**src/design/assert_macros.svh**
```systemverilog
// ---------------------------------------------------------------------------
// assert_macros.svh
// Shared concurrent assertion macros for the charset detector.
// ---------------------------------------------------------------------------
`ifndef ASSERT_MACROS_SVH
`define ASSERT_MACROS_SVH

// Check an implication on every rising edge outside reset
`define ASSERT_CLK(label, clk, rst, prop, msg) \
   label: assert property (@(posedge clk) disable iff (rst) (prop)) else $error(msg);

// Check that a condition never holds outside reset
`define ASSERT_NEVER(label, clk, rst, cond, msg) \
   label: assert property (@(posedge clk) disable iff (rst) !(cond)) else $error(msg);

`endif

```
**src/design/jcd_pkg.sv**
```systemverilog
// ---------------------------------------------------------------------------
// jcd_pkg
// Types and constants shared by the Japanese charset detector modules.
// ---------------------------------------------------------------------------
`timescale 1ns / 1ps

package jcd_pkg;

   // Verdict codes
   typedef enum logic [2:0] {
      ENC_UNKNOWN = 3'd0,
      ENC_ASCII   = 3'd1,
      ENC_EUCJP   = 3'd2,
      ENC_JIS     = 3'd3,
      ENC_SJIS    = 3'd4,
      ENC_UTF8    = 3'd5
   } encoding_type;

   // Register map (word index)
   localparam logic CSR_SCAN_LIMIT = 1'b0;
   localparam logic [15:0] SCAN_LIMIT_RESET = 16'd1024;

   // Special byte values
   localparam logic [7:0] BYTE_ESC = 8'h1B;
   localparam logic [7:0] BYTE_DEL = 8'h7F;
   localparam logic [7:0] EUC_SS2  = 8'h8E;
   localparam logic [7:0] EUC_SS3  = 8'h8F;

endpackage

```
**src/design/jcd_csr.sv**
```systemverilog
// ---------------------------------------------------------------------------
// jcd_csr
// APB-style register block holding the scan limit.
// ---------------------------------------------------------------------------
`timescale 1ns / 1ps

module jcd_csr import jcd_pkg::*; (
   input  logic        clock,
   input  logic        reset,
   input  logic        csr_psel,
   input  logic        csr_penable,
   input  logic        csr_pwrite,
   input  logic [2:0]  csr_paddr,
   input  logic [31:0] csr_pwdata,
   output logic [31:0] csr_prdata,
   output logic        csr_pready,
   output logic [15:0] scan_limit
);

   logic [15:0] scan_limit_ff;
   logic [15:0] scan_limit_in;
   logic        write_hit;

   // Decode a completed write to the limit register
   assign csr_pready = 1'b1;
   assign write_hit  = csr_psel && csr_penable && csr_pwrite && csr_pready
                       && (csr_paddr[2] == CSR_SCAN_LIMIT);

   always_comb begin
      scan_limit_in = scan_limit_ff;
      if (write_hit) begin
         scan_limit_in = csr_pwdata[15:0];
      end
   end

   always_ff @(posedge clock) begin
      if (reset) begin
         scan_limit_ff <= SCAN_LIMIT_RESET;
      end else begin
         scan_limit_ff <= scan_limit_in;
      end
   end

   // Read back; unmapped word reads as zero
   always_comb begin
      csr_prdata = 32'd0;
      if (csr_paddr[2] == CSR_SCAN_LIMIT) begin
         csr_prdata = {16'd0, scan_limit_ff};
      end
   end

   assign scan_limit = scan_limit_ff;

endmodule

```
**src/design/jcd_scan.sv**
```systemverilog
// ---------------------------------------------------------------------------
// jcd_scan
// Per-text scan state: escape and high-byte tracking, the UTF-8, EUC-JP and
// SJIS validators, and the verdict for the closing word.
// ---------------------------------------------------------------------------
`timescale 1ns / 1ps
`include "assert_macros.svh"

module jcd_scan import jcd_pkg::*; #(
   parameter int unsigned POSITION_WIDTH = 17
) (
   input  logic         clock,
   input  logic         reset,
   input  logic         word_accept,
   input  logic [7:0]   data_byte,
   input  logic         last_byte,
   input  logic [15:0]  scan_limit,
   output encoding_type verdict
);

   localparam int unsigned CMP_WIDTH = (POSITION_WIDTH > 16) ? POSITION_WIDTH : 16;
   localparam logic [POSITION_WIDTH-1:0] POS_MAX = '1;

   typedef enum logic [2:0] {
      EUC_LEAD       = 3'd0,
      EUC_KANA       = 3'd1,
      EUC_SS3_FIRST  = 3'd2,
      EUC_SS3_SECOND = 3'd3,
      EUC_KANJI      = 3'd4
   } euc_phase_type;

   logic [POSITION_WIDTH-1:0] pos_ff, pos_in;
   logic          high_ff, high_in;
   logic          esc_ff, esc_in;
   logic          utf8_valid_ff, utf8_valid_in;
   logic [1:0]    utf8_pend_ff, utf8_pend_in;
   logic          euc_valid_ff, euc_valid_in;
   euc_phase_type euc_phase_ff, euc_phase_in;
   logic          sjis_valid_ff, sjis_valid_in;
   logic          sjis_pend_ff, sjis_pend_in;

   logic in_window;
   logic is_high;
   logic euc_multi;
   logic utf8_ok, euc_ok, sjis_ok;

   assign in_window = CMP_WIDTH'(pos_ff) < CMP_WIDTH'(scan_limit);
   assign is_high   = data_byte[7];
   assign euc_multi = (data_byte >= 8'hA1) && (data_byte <= 8'hFE);

   // Escape / high-byte tracking and position
   always_comb begin
      high_in = high_ff;
      esc_in  = esc_ff;
      if (in_window && !high_ff && !esc_ff) begin
         if (data_byte == BYTE_ESC) begin
            esc_in = 1'b1;
         end else if (is_high) begin
            high_in = 1'b1;
         end
      end
      pos_in = (pos_ff == POS_MAX) ? pos_ff : pos_ff + 1'b1;
   end

   // UTF-8 validator
   always_comb begin
      utf8_valid_in = utf8_valid_ff;
      utf8_pend_in  = utf8_pend_ff;
      if (utf8_valid_ff) begin
         if (utf8_pend_ff != 2'd0) begin
            if (data_byte[7:6] != 2'b10) begin
               utf8_valid_in = 1'b0;
               utf8_pend_in  = 2'd0;
            end else begin
               utf8_pend_in = utf8_pend_ff - 2'd1;
            end
         end else if (in_window && is_high) begin
            if (data_byte >= 8'hC2 && data_byte <= 8'hDF) begin
               utf8_pend_in = 2'd1;
            end else if (data_byte >= 8'hE0 && data_byte <= 8'hEF) begin
               utf8_pend_in = 2'd2;
            end else if (data_byte >= 8'hF0 && data_byte <= 8'hF4) begin
               utf8_pend_in = 2'd3;
            end else begin
               utf8_valid_in = 1'b0;
            end
         end
      end
   end

   // EUC-JP validator
   always_comb begin
      euc_valid_in = euc_valid_ff;
      euc_phase_in = euc_phase_ff;
      if (euc_valid_ff) begin
         unique case (euc_phase_ff)
            EUC_KANA: begin
               euc_phase_in = EUC_LEAD;
               if (!(data_byte >= 8'hA1 && data_byte <= 8'hDF)) begin
                  euc_valid_in = 1'b0;
               end
            end
            EUC_SS3_FIRST: begin
               euc_phase_in = EUC_SS3_SECOND;
               if (!euc_multi) begin
                  euc_valid_in = 1'b0;
                  euc_phase_in = EUC_LEAD;
               end
            end
            EUC_SS3_SECOND, EUC_KANJI: begin
               euc_phase_in = EUC_LEAD;
               if (!euc_multi) begin
                  euc_valid_in = 1'b0;
               end
            end
            default: begin
               euc_phase_in = EUC_LEAD;
               if (in_window && is_high) begin
                  if (data_byte == EUC_SS2) begin
                     euc_phase_in = EUC_KANA;
                  end else if (data_byte == EUC_SS3) begin
                     euc_phase_in = EUC_SS3_FIRST;
                  end else if (euc_multi) begin
                     euc_phase_in = EUC_KANJI;
                  end else begin
                     euc_valid_in = 1'b0;
                  end
               end
            end
         endcase
      end
   end

   // SJIS validator
   always_comb begin
      sjis_valid_in = sjis_valid_ff;
      sjis_pend_in  = sjis_pend_ff;
      if (sjis_valid_ff) begin
         if (sjis_pend_ff) begin
            sjis_pend_in = 1'b0;
            if (data_byte < 8'h40 || data_byte > 8'hFC || data_byte == BYTE_DEL) begin
               sjis_valid_in = 1'b0;
            end
         end else if (in_window && is_high && !(data_byte >= 8'hA1 && data_byte <= 8'hDF)) begin
            if ((data_byte >= 8'h81 && data_byte <= 8'h9F)
                || (data_byte >= 8'hE0 && data_byte <= 8'hFC)) begin
               sjis_pend_in = 1'b1;
            end else begin
               sjis_valid_in = 1'b0;
            end
         end
      end
   end

   // Verdict: a character still open at the end fails its validator
   assign utf8_ok = utf8_valid_in && (utf8_pend_in == 2'd0);
   assign euc_ok  = euc_valid_in && (euc_phase_in == EUC_LEAD);
   assign sjis_ok = sjis_valid_in && !sjis_pend_in;

   always_comb begin
      if (esc_in) begin
         verdict = ENC_JIS;
      end else if (!high_in && in_window) begin
         verdict = ENC_ASCII;
      end else if (utf8_ok) begin
         verdict = ENC_UTF8;
      end else if (euc_ok) begin
         verdict = ENC_EUCJP;
      end else if (sjis_ok) begin
         verdict = ENC_SJIS;
      end else begin
         verdict = ENC_UNKNOWN;
      end
   end

   // Advance on each word; clear after the closing word
   always_ff @(posedge clock) begin
      if (reset || (word_accept && last_byte)) begin
         pos_ff        <= '0;
         high_ff       <= 1'b0;
         esc_ff        <= 1'b0;
         utf8_valid_ff <= 1'b1;
         utf8_pend_ff  <= 2'd0;
         euc_valid_ff  <= 1'b1;
         euc_phase_ff  <= EUC_LEAD;
         sjis_valid_ff <= 1'b1;
         sjis_pend_ff  <= 1'b0;
      end else if (word_accept) begin
         pos_ff        <= pos_in;
         high_ff       <= high_in;
         esc_ff        <= esc_in;
         utf8_valid_ff <= utf8_valid_in;
         utf8_pend_ff  <= utf8_pend_in;
         euc_valid_ff  <= euc_valid_in;
         euc_phase_ff  <= euc_phase_in;
         sjis_valid_ff <= sjis_valid_in;
         sjis_pend_ff  <= sjis_pend_in;
      end
   end

   // A failed validator never holds an open character
   `ASSERT_CLK(a_utf8_pend_valid, clock, reset, (utf8_pend_ff != 2'd0) |-> utf8_valid_ff, "utf8")
   `ASSERT_CLK(a_euc_phase_valid, clock, reset, (euc_phase_ff != EUC_LEAD) |-> euc_valid_ff, "euc")
   `ASSERT_CLK(a_sjis_pend_valid, clock, reset, sjis_pend_ff |-> sjis_valid_ff, "sjis open")

endmodule

```
**src/design/japanese_charset_detector.sv**
```systemverilog
// ---------------------------------------------------------------------------
// japanese_charset_detector
// Byte-stream Japanese encoding detector: one verdict per text, given with
// the byte flagged last.
// ---------------------------------------------------------------------------
//  Channel  Direction  Handshake              Payload
//  req_     in         req_valid / req_stall  req_data_byte[7:0], req_last_byte
//  rsp_     out        rsp_valid / rsp_stall  rsp_encoding[2:0]
//  csr_     in/out     APB psel/penable       scan_limit at byte address 0
//
//  One byte is taken every cycle while req_stall is low; the scan state updates in that same cycle.
//  The verdict is registered into the output buffer as the closing byte is taken, behind any older verdicts.
//  Synchronous reset clears the scan state and sets scan_limit to 1024.
//  A two-word output buffer decouples the sides; req_stall rises only when
//  both words are held.
// ---------------------------------------------------------------------------
`timescale 1ns / 1ps
`include "assert_macros.svh"

module japanese_charset_detector import jcd_pkg::*; #(
   parameter int unsigned POSITION_WIDTH = 17
) (
   input  logic        clock,
   input  logic        reset,
   input  logic        req_valid,
   output logic        req_stall,
   input  logic [7:0]  req_data_byte,
   input  logic        req_last_byte,
   output logic        rsp_valid,
   input  logic        rsp_stall,
   output logic [2:0]  rsp_encoding,
   input  logic        csr_psel,
   input  logic        csr_penable,
   input  logic        csr_pwrite,
   input  logic [2:0]  csr_paddr,
   input  logic [31:0] csr_pwdata,
   output logic [31:0] csr_prdata,
   output logic        csr_pready
);

   logic [15:0]  scan_limit;
   encoding_type verdict;
   logic         req_accept, push, pop;

   logic         head_valid_ff, head_valid_in;
   encoding_type head_enc_ff, head_enc_in;
   logic         skid_valid_ff, skid_valid_in;
   encoding_type skid_enc_ff, skid_enc_in;

   jcd_csr u_csr (
      .clock       (clock),
      .reset       (reset),
      .csr_psel    (csr_psel),
      .csr_penable (csr_penable),
      .csr_pwrite  (csr_pwrite),
      .csr_paddr   (csr_paddr),
      .csr_pwdata  (csr_pwdata),
      .csr_prdata  (csr_prdata),
      .csr_pready  (csr_pready),
      .scan_limit  (scan_limit)
   );

   jcd_scan #(
      .POSITION_WIDTH (POSITION_WIDTH)
   ) u_scan (
      .clock       (clock),
      .reset       (reset),
      .word_accept (req_accept),
      .data_byte   (req_data_byte),
      .last_byte   (req_last_byte),
      .scan_limit  (scan_limit),
      .verdict     (verdict)
   );

   assign req_stall  = skid_valid_ff;
   assign req_accept = req_valid && !req_stall;
   assign push       = req_accept && req_last_byte;
   assign pop        = head_valid_ff && !rsp_stall;

   // Output buffer: head word shown, skid word behind it
   always_comb begin
      head_valid_in = head_valid_ff;
      head_enc_in   = head_enc_ff;
      skid_valid_in = skid_valid_ff;
      skid_enc_in   = skid_enc_ff;
      if (pop) begin
         if (skid_valid_ff) begin
            head_enc_in   = skid_enc_ff;
            skid_valid_in = 1'b0;
         end else begin
            head_valid_in = push;
            head_enc_in   = verdict;
         end
         if (push && skid_valid_ff) begin
            skid_valid_in = 1'b1;
            skid_enc_in   = verdict;
         end
      end else if (push) begin
         if (!head_valid_ff) begin
            head_valid_in = 1'b1;
            head_enc_in   = verdict;
         end else begin
            skid_valid_in = 1'b1;
            skid_enc_in   = verdict;
         end
      end
   end

   always_ff @(posedge clock) begin
      if (reset) begin
         head_valid_ff <= 1'b0;
         skid_valid_ff <= 1'b0;
      end else begin
         head_valid_ff <= head_valid_in;
         skid_valid_ff <= skid_valid_in;
      end
      head_enc_ff <= head_enc_in;
      skid_enc_ff <= skid_enc_in;
   end

   assign rsp_valid    = head_valid_ff;
   assign rsp_encoding = head_enc_ff;

   // Buffer ordering and occupancy checks
   `ASSERT_CLK(a_skid_needs_head, clock, reset, skid_valid_ff |-> head_valid_ff, "skid word without head word")
   `ASSERT_CLK(a_skid_holds, clock, reset, (skid_valid_ff && !pop) |=> skid_valid_ff, "skid word lost")
   `ASSERT_CLK(a_push_shows, clock, reset, push |=> head_valid_ff, "verdict not shown after closing byte")

endmodule

```
**config.mk**
```make
export PLATFORM = sky130hd
export DESIGN_NAME = japanese_charset_detector
export DESIGN_NICKNAME = d
export VERILOG_FILES = /design/src/design/jcd_pkg.sv /design/src/design/jcd_csr.sv /design/src/design/jcd_scan.sv /design/src/design/japanese_charset_detector.sv
export VERILOG_INCLUDE_DIRS = /design/src /design/src/design
export SDC_FILE = /design/constraint.sdc
export NUM_CORES = 1
export LEC_CHECK = 0
export ABC_AREA = 1
export BUFFER_PORTS_ARGS = -buffer_cell sky130_fd_sc_hd__buf_2
export CAP_MARGIN = 10
export CORE_MARGIN = 2
export CORE_UTILIZATION = 51
export CTS_BUF_LIST = sky130_fd_sc_hd__clkbuf_4
export DETAILED_ROUTE_END_ITERATION = 6
export PLACE_DENSITY = 0.86
export SETUP_SLACK_MARGIN = 0.3
export SLEW_MARGIN = 20
export SYNTH_ARGS = -nofsm -noshare
export SYNTH_HDL_FRONTEND = slang
export SYNTH_SLANG_ARGS = --single-unit
export TNS_END_PERCENT = 1
```
**constraint.sdc**
```tcl
create_clock -name clock -period 2.5 [get_ports clock]
set_clock_uncertainty 0.1 [all_clocks]
set_input_delay 0.125 -clock clock [delete_from_list [all_inputs] [get_ports clock]]
set_output_delay 0.125 -clock clock [all_outputs]
set_load 0.03 [all_outputs]
```
==> flow_summary.ini <==
[power_and_ir_drop]
p_sw_w = 0.0006139
p_leak_nw = 1.981
p_per_area_nw_per_um2 = 416.2
switching_share_pct = 34.47
power_frac_clock_pct = 22.5
p_int_w = 0.001167
pwr-share-seq_pct = 50.3
peakVddDrop_mv = 0.2975
p_comb_share_pct = 27.2

[worst_hold_path]
hp-start = rsp_stall
min_path_type = primary input to flip-flop

[synthesis]
synth_simple_gate_area_share_pct = 31.53
ys_seq_elements = 52
synthAdderAreaFrac_pct = 6.749
synth_compound_area_share_pct = 14.74
synth_common_cells = 96 x nand2_1, 71 x inv_1, 61 x nor2_1, 46 x dfxtp_1, 41 x a21oi_1
avgSynthCellArea_sq_um = 6.810
netlist_instances = 490
netlist_area_sq_um = 3337
yosysMostFrequentCell = nand2_1
seq_area_frac_synth_pct = 33.00
ys_async_sr_fraction_pct = 0
synth.distinct_cells = 41
synth_top_family_by_area = simple AND/OR/NAND/NOR gates
ys.flop_type = dfxtp_1
yosysWarnings = 0
synth_edf_count = 6
ys_top_cells_by_area = dfxtp_1 28%, nand2_1 11%, inv_1 8.0%
synth_top_area_share_pct = 27.60
synth_largest_area_cell = dfxtp_1
muxShareOfSynthArea_pct = 0
synth-xor-area-share_pct = 0

[timing]
finalCritPeriodShare_pct = 94.18
tightest_slew_ns = 0.7767
maxSlewHeadroom_pct = 48.16
hold_violations = 0
setup_viol = 0
fmax_ghz = 0.4247
rsz0062_at_grt = yes
period_minus_slack_ns = 2.355
tns_ns = 0
slew_viol_final = 0

[critical_path]
r2r_start = u_scan.pos_ff[0]$_SDFFE_PP0P_
arrival_ns = 2.55
cp_slowest_cell = dfxtp_2
critPathCaptureType = flip-flop
path_cells = ha_2 > nand3_1 > nor4_1 > ha_1 > nor2_4 > nand3_2 > nor2_2 > nand2_2 > nor4_4 > nand2_2 > nor2_2 > nand2_1 > o21ai_1 > a21oi_1
worstPathMaxFanout = 4
path_class = flip-flop to flip-flop
slowest_delay_ns = 0.36
setup.worst_path.start = u_scan.pos_ff[0]$_SDFFE_PP0P_
critPathLaunchType = flip-flop
cp.required_ns = 2.70

[floorplan]
initial_core_util_pct = 52.55
dieArea_sq_um = 7206
die_width_microns = 84.89
core_sq_um = 6350
io_pins = 89
row_count = 29
die_h_microns = 84.89

[clock_network]
cts-htree-levels = 2
worst_skew_pair.late_latency_ns = 0.38
cts.reportedPaths.clkPinSlew_ns = 0.16
clock-sinks = 52
cts_tree = done
cts.path.max_buffers = 2
clockRootBuffer = clkbuf_4
cts_buffers = 5

[finish]
nets = 645
drive_gt1_share_pct = 33.28
multi_input_area_sq_um = 2116
design_area_sq_um = 4279
fill_cells = 467
ff_latch_area_sq_um = 1136
area.growth.synth_to_final_pct = 28.23
n_antenna_cell = 0

[global_route]
grt_pass1_wl_microns = 14930
grt_max_degree = 31
overflow = 0
grt_usage_pct = 25.16
grt_pass1_vias = 3481
antenna_found_initial = 0

[flow_run]
maxCapViolCount = 0

[place]
place.gp.congestion = 0.8914
placed_area_sq_um = 3626
dp_hpwl_microns = 5683
portBuffers = 53

[route]
dr_total_vias = 3590
first_iter_violations = 340
drtAntennaViolNets = 0
via_per_inst = 5.489
post_drt_wl_per_cell_microns = 14.92
first_pass_iters = 5
drc = 0
routed_wl_microns = 9757

[outcome]
status = complete, no violations
-- power groups by stage --
stage | Combinational (W) | Sequential (W) | Clock, W
2_1_floorplan | 0.000297 | 0.000926 | 0
5_1_grt | 0.000536 | 0.000898 | 0.000433
3_3_place_gp | 0.000375 | 0.000913 | 0
3_5_place_dp | 0.000384 | 0.000915 | 0
6_report | 0.000485 | 0.000895 | 0.000401
4_1_cts | 0.000429 | 0.000895 | 0.000396
-- critical path: cells and delay by family (launching register included) --
kind | cells | cell delay, ns
AO/OA/AOI/OAI | 2 | 0.19
adder cells (fa/ha/maj) | 2 | 0.42
flip-flops | 1 | 0.36
AND/OR/NAND/NOR | 10 | 1.20
-- sequential cells by signal, summed over array words and instances (netlist names) --
register / count
skid_enc_ff: 3
u_scan.pos_ff: 17
u_scan.utf8_valid_ff: 1
req_stall: 1
u_scan.sjis_pend_ff: 1
u_scan.utf8_pend_ff: 2
rsp_valid: 1
u_scan.sjis_valid_ff: 1
u_scan.high_ff: 1
u_scan.euc_phase_ff: 3
u_scan.esc_ff: 1
rsp_encoding: 3
u_csr.scan_limit: 16
u_scan.euc_valid_ff: 1
-- layout by cell type, fill, tap and decap left out, drive strengths merged --
master	n
inv	76
nor4	3
nand2	106
o221ai	2
a21oi	43
or3	1
buf	71
conb	17
nand3b	1
nand4	13
nor3	10
nor2	71
dlygate4sd3	18
a31oi	2
edfxtp	6
clkbuf	6
and3	1
o22ai	1
o21a	1
a21o	1
or2	1
o211ai	4
ha	18
nand3	17
o21ai	36
clkinv	3
dfxtp	46
clkinvlp	1
a211oi	1
-- routing by layer --
layer  part of all wire [%]  vias to the layer above  global-route usage, %
li1                       -                     1731                      -
met1                     36                     1658                  26.03
met2                     55                      165                  48.17
met3                    5.3                       36                  4.377
met4                    3.4                        0                  12.70
met5                      0                        -                      0
-- cells by family (layout without fill, tap and decap cells) --
logic type	after synthesis	in the layout
other	2	17
buffers and inverters	103	175
AOI/OAI and AO/OA	91	91
adders and majority gates	18	18
DFF	52	52
and+or+nand+nor	224	224
-- stage by stage --
stage	hold WS (ns)	instances	setup slack (ns)	power [W]	util, %
5_1_grt	0.02030	654	0.02517	0.001867	67.39
6_report	0.0006000	654	0.1454	0.001781	67.39
3_5_place_dp	0.2180	615	0.1046	0.001298	57.10
3_3_place_gp	0.2156	615	0.1453	0.001288	57.10
2_1_floorplan	0.09407	505	0.3553	0.001223	-
4_1_cts	0.01709	649	0.1851	0.001720	63.49
-- final cells by class --
class / instances / area share, %
multi-input cells: 350 / 49.44
clock buffers: 6 / 1.053
well taps: 77 / 2.251
flip-flops and latches: 52 / 26.55
repair buffers: 89 / 13.57
clock inverters: 2 / 0.2924
inverters: 78 / 6.842
-- path summary, 6_finish.rpt --
check	end	slack [ns]	depth (start not counted)
setup / recovery	u_scan.pos_ff[15]$_SDFFE_PP0P_	0.15	14
hold / removal	req_stall$_SDFFE_PP0P_	0.0006	3
setup reg to reg	u_scan.pos_ff[15]$_SDFFE_PP0P_	0.15	14
hold reg to reg	u_scan.utf8_valid_ff$_SDFFE_PP1P_	0.36	2
-- repair_timing --
item / CTS / global route
hold buffers: 18 / 0
resized for setup: 31 / 63
endpoints found under the hold margin: 18 / 0
endpoints found under the setup margin: 12 / 18
cloned: 0 / 0
buffers inserted: 8 / 5
pin swaps: 24 / 28
No activity file was read; power rests on OpenSTA's default activity.
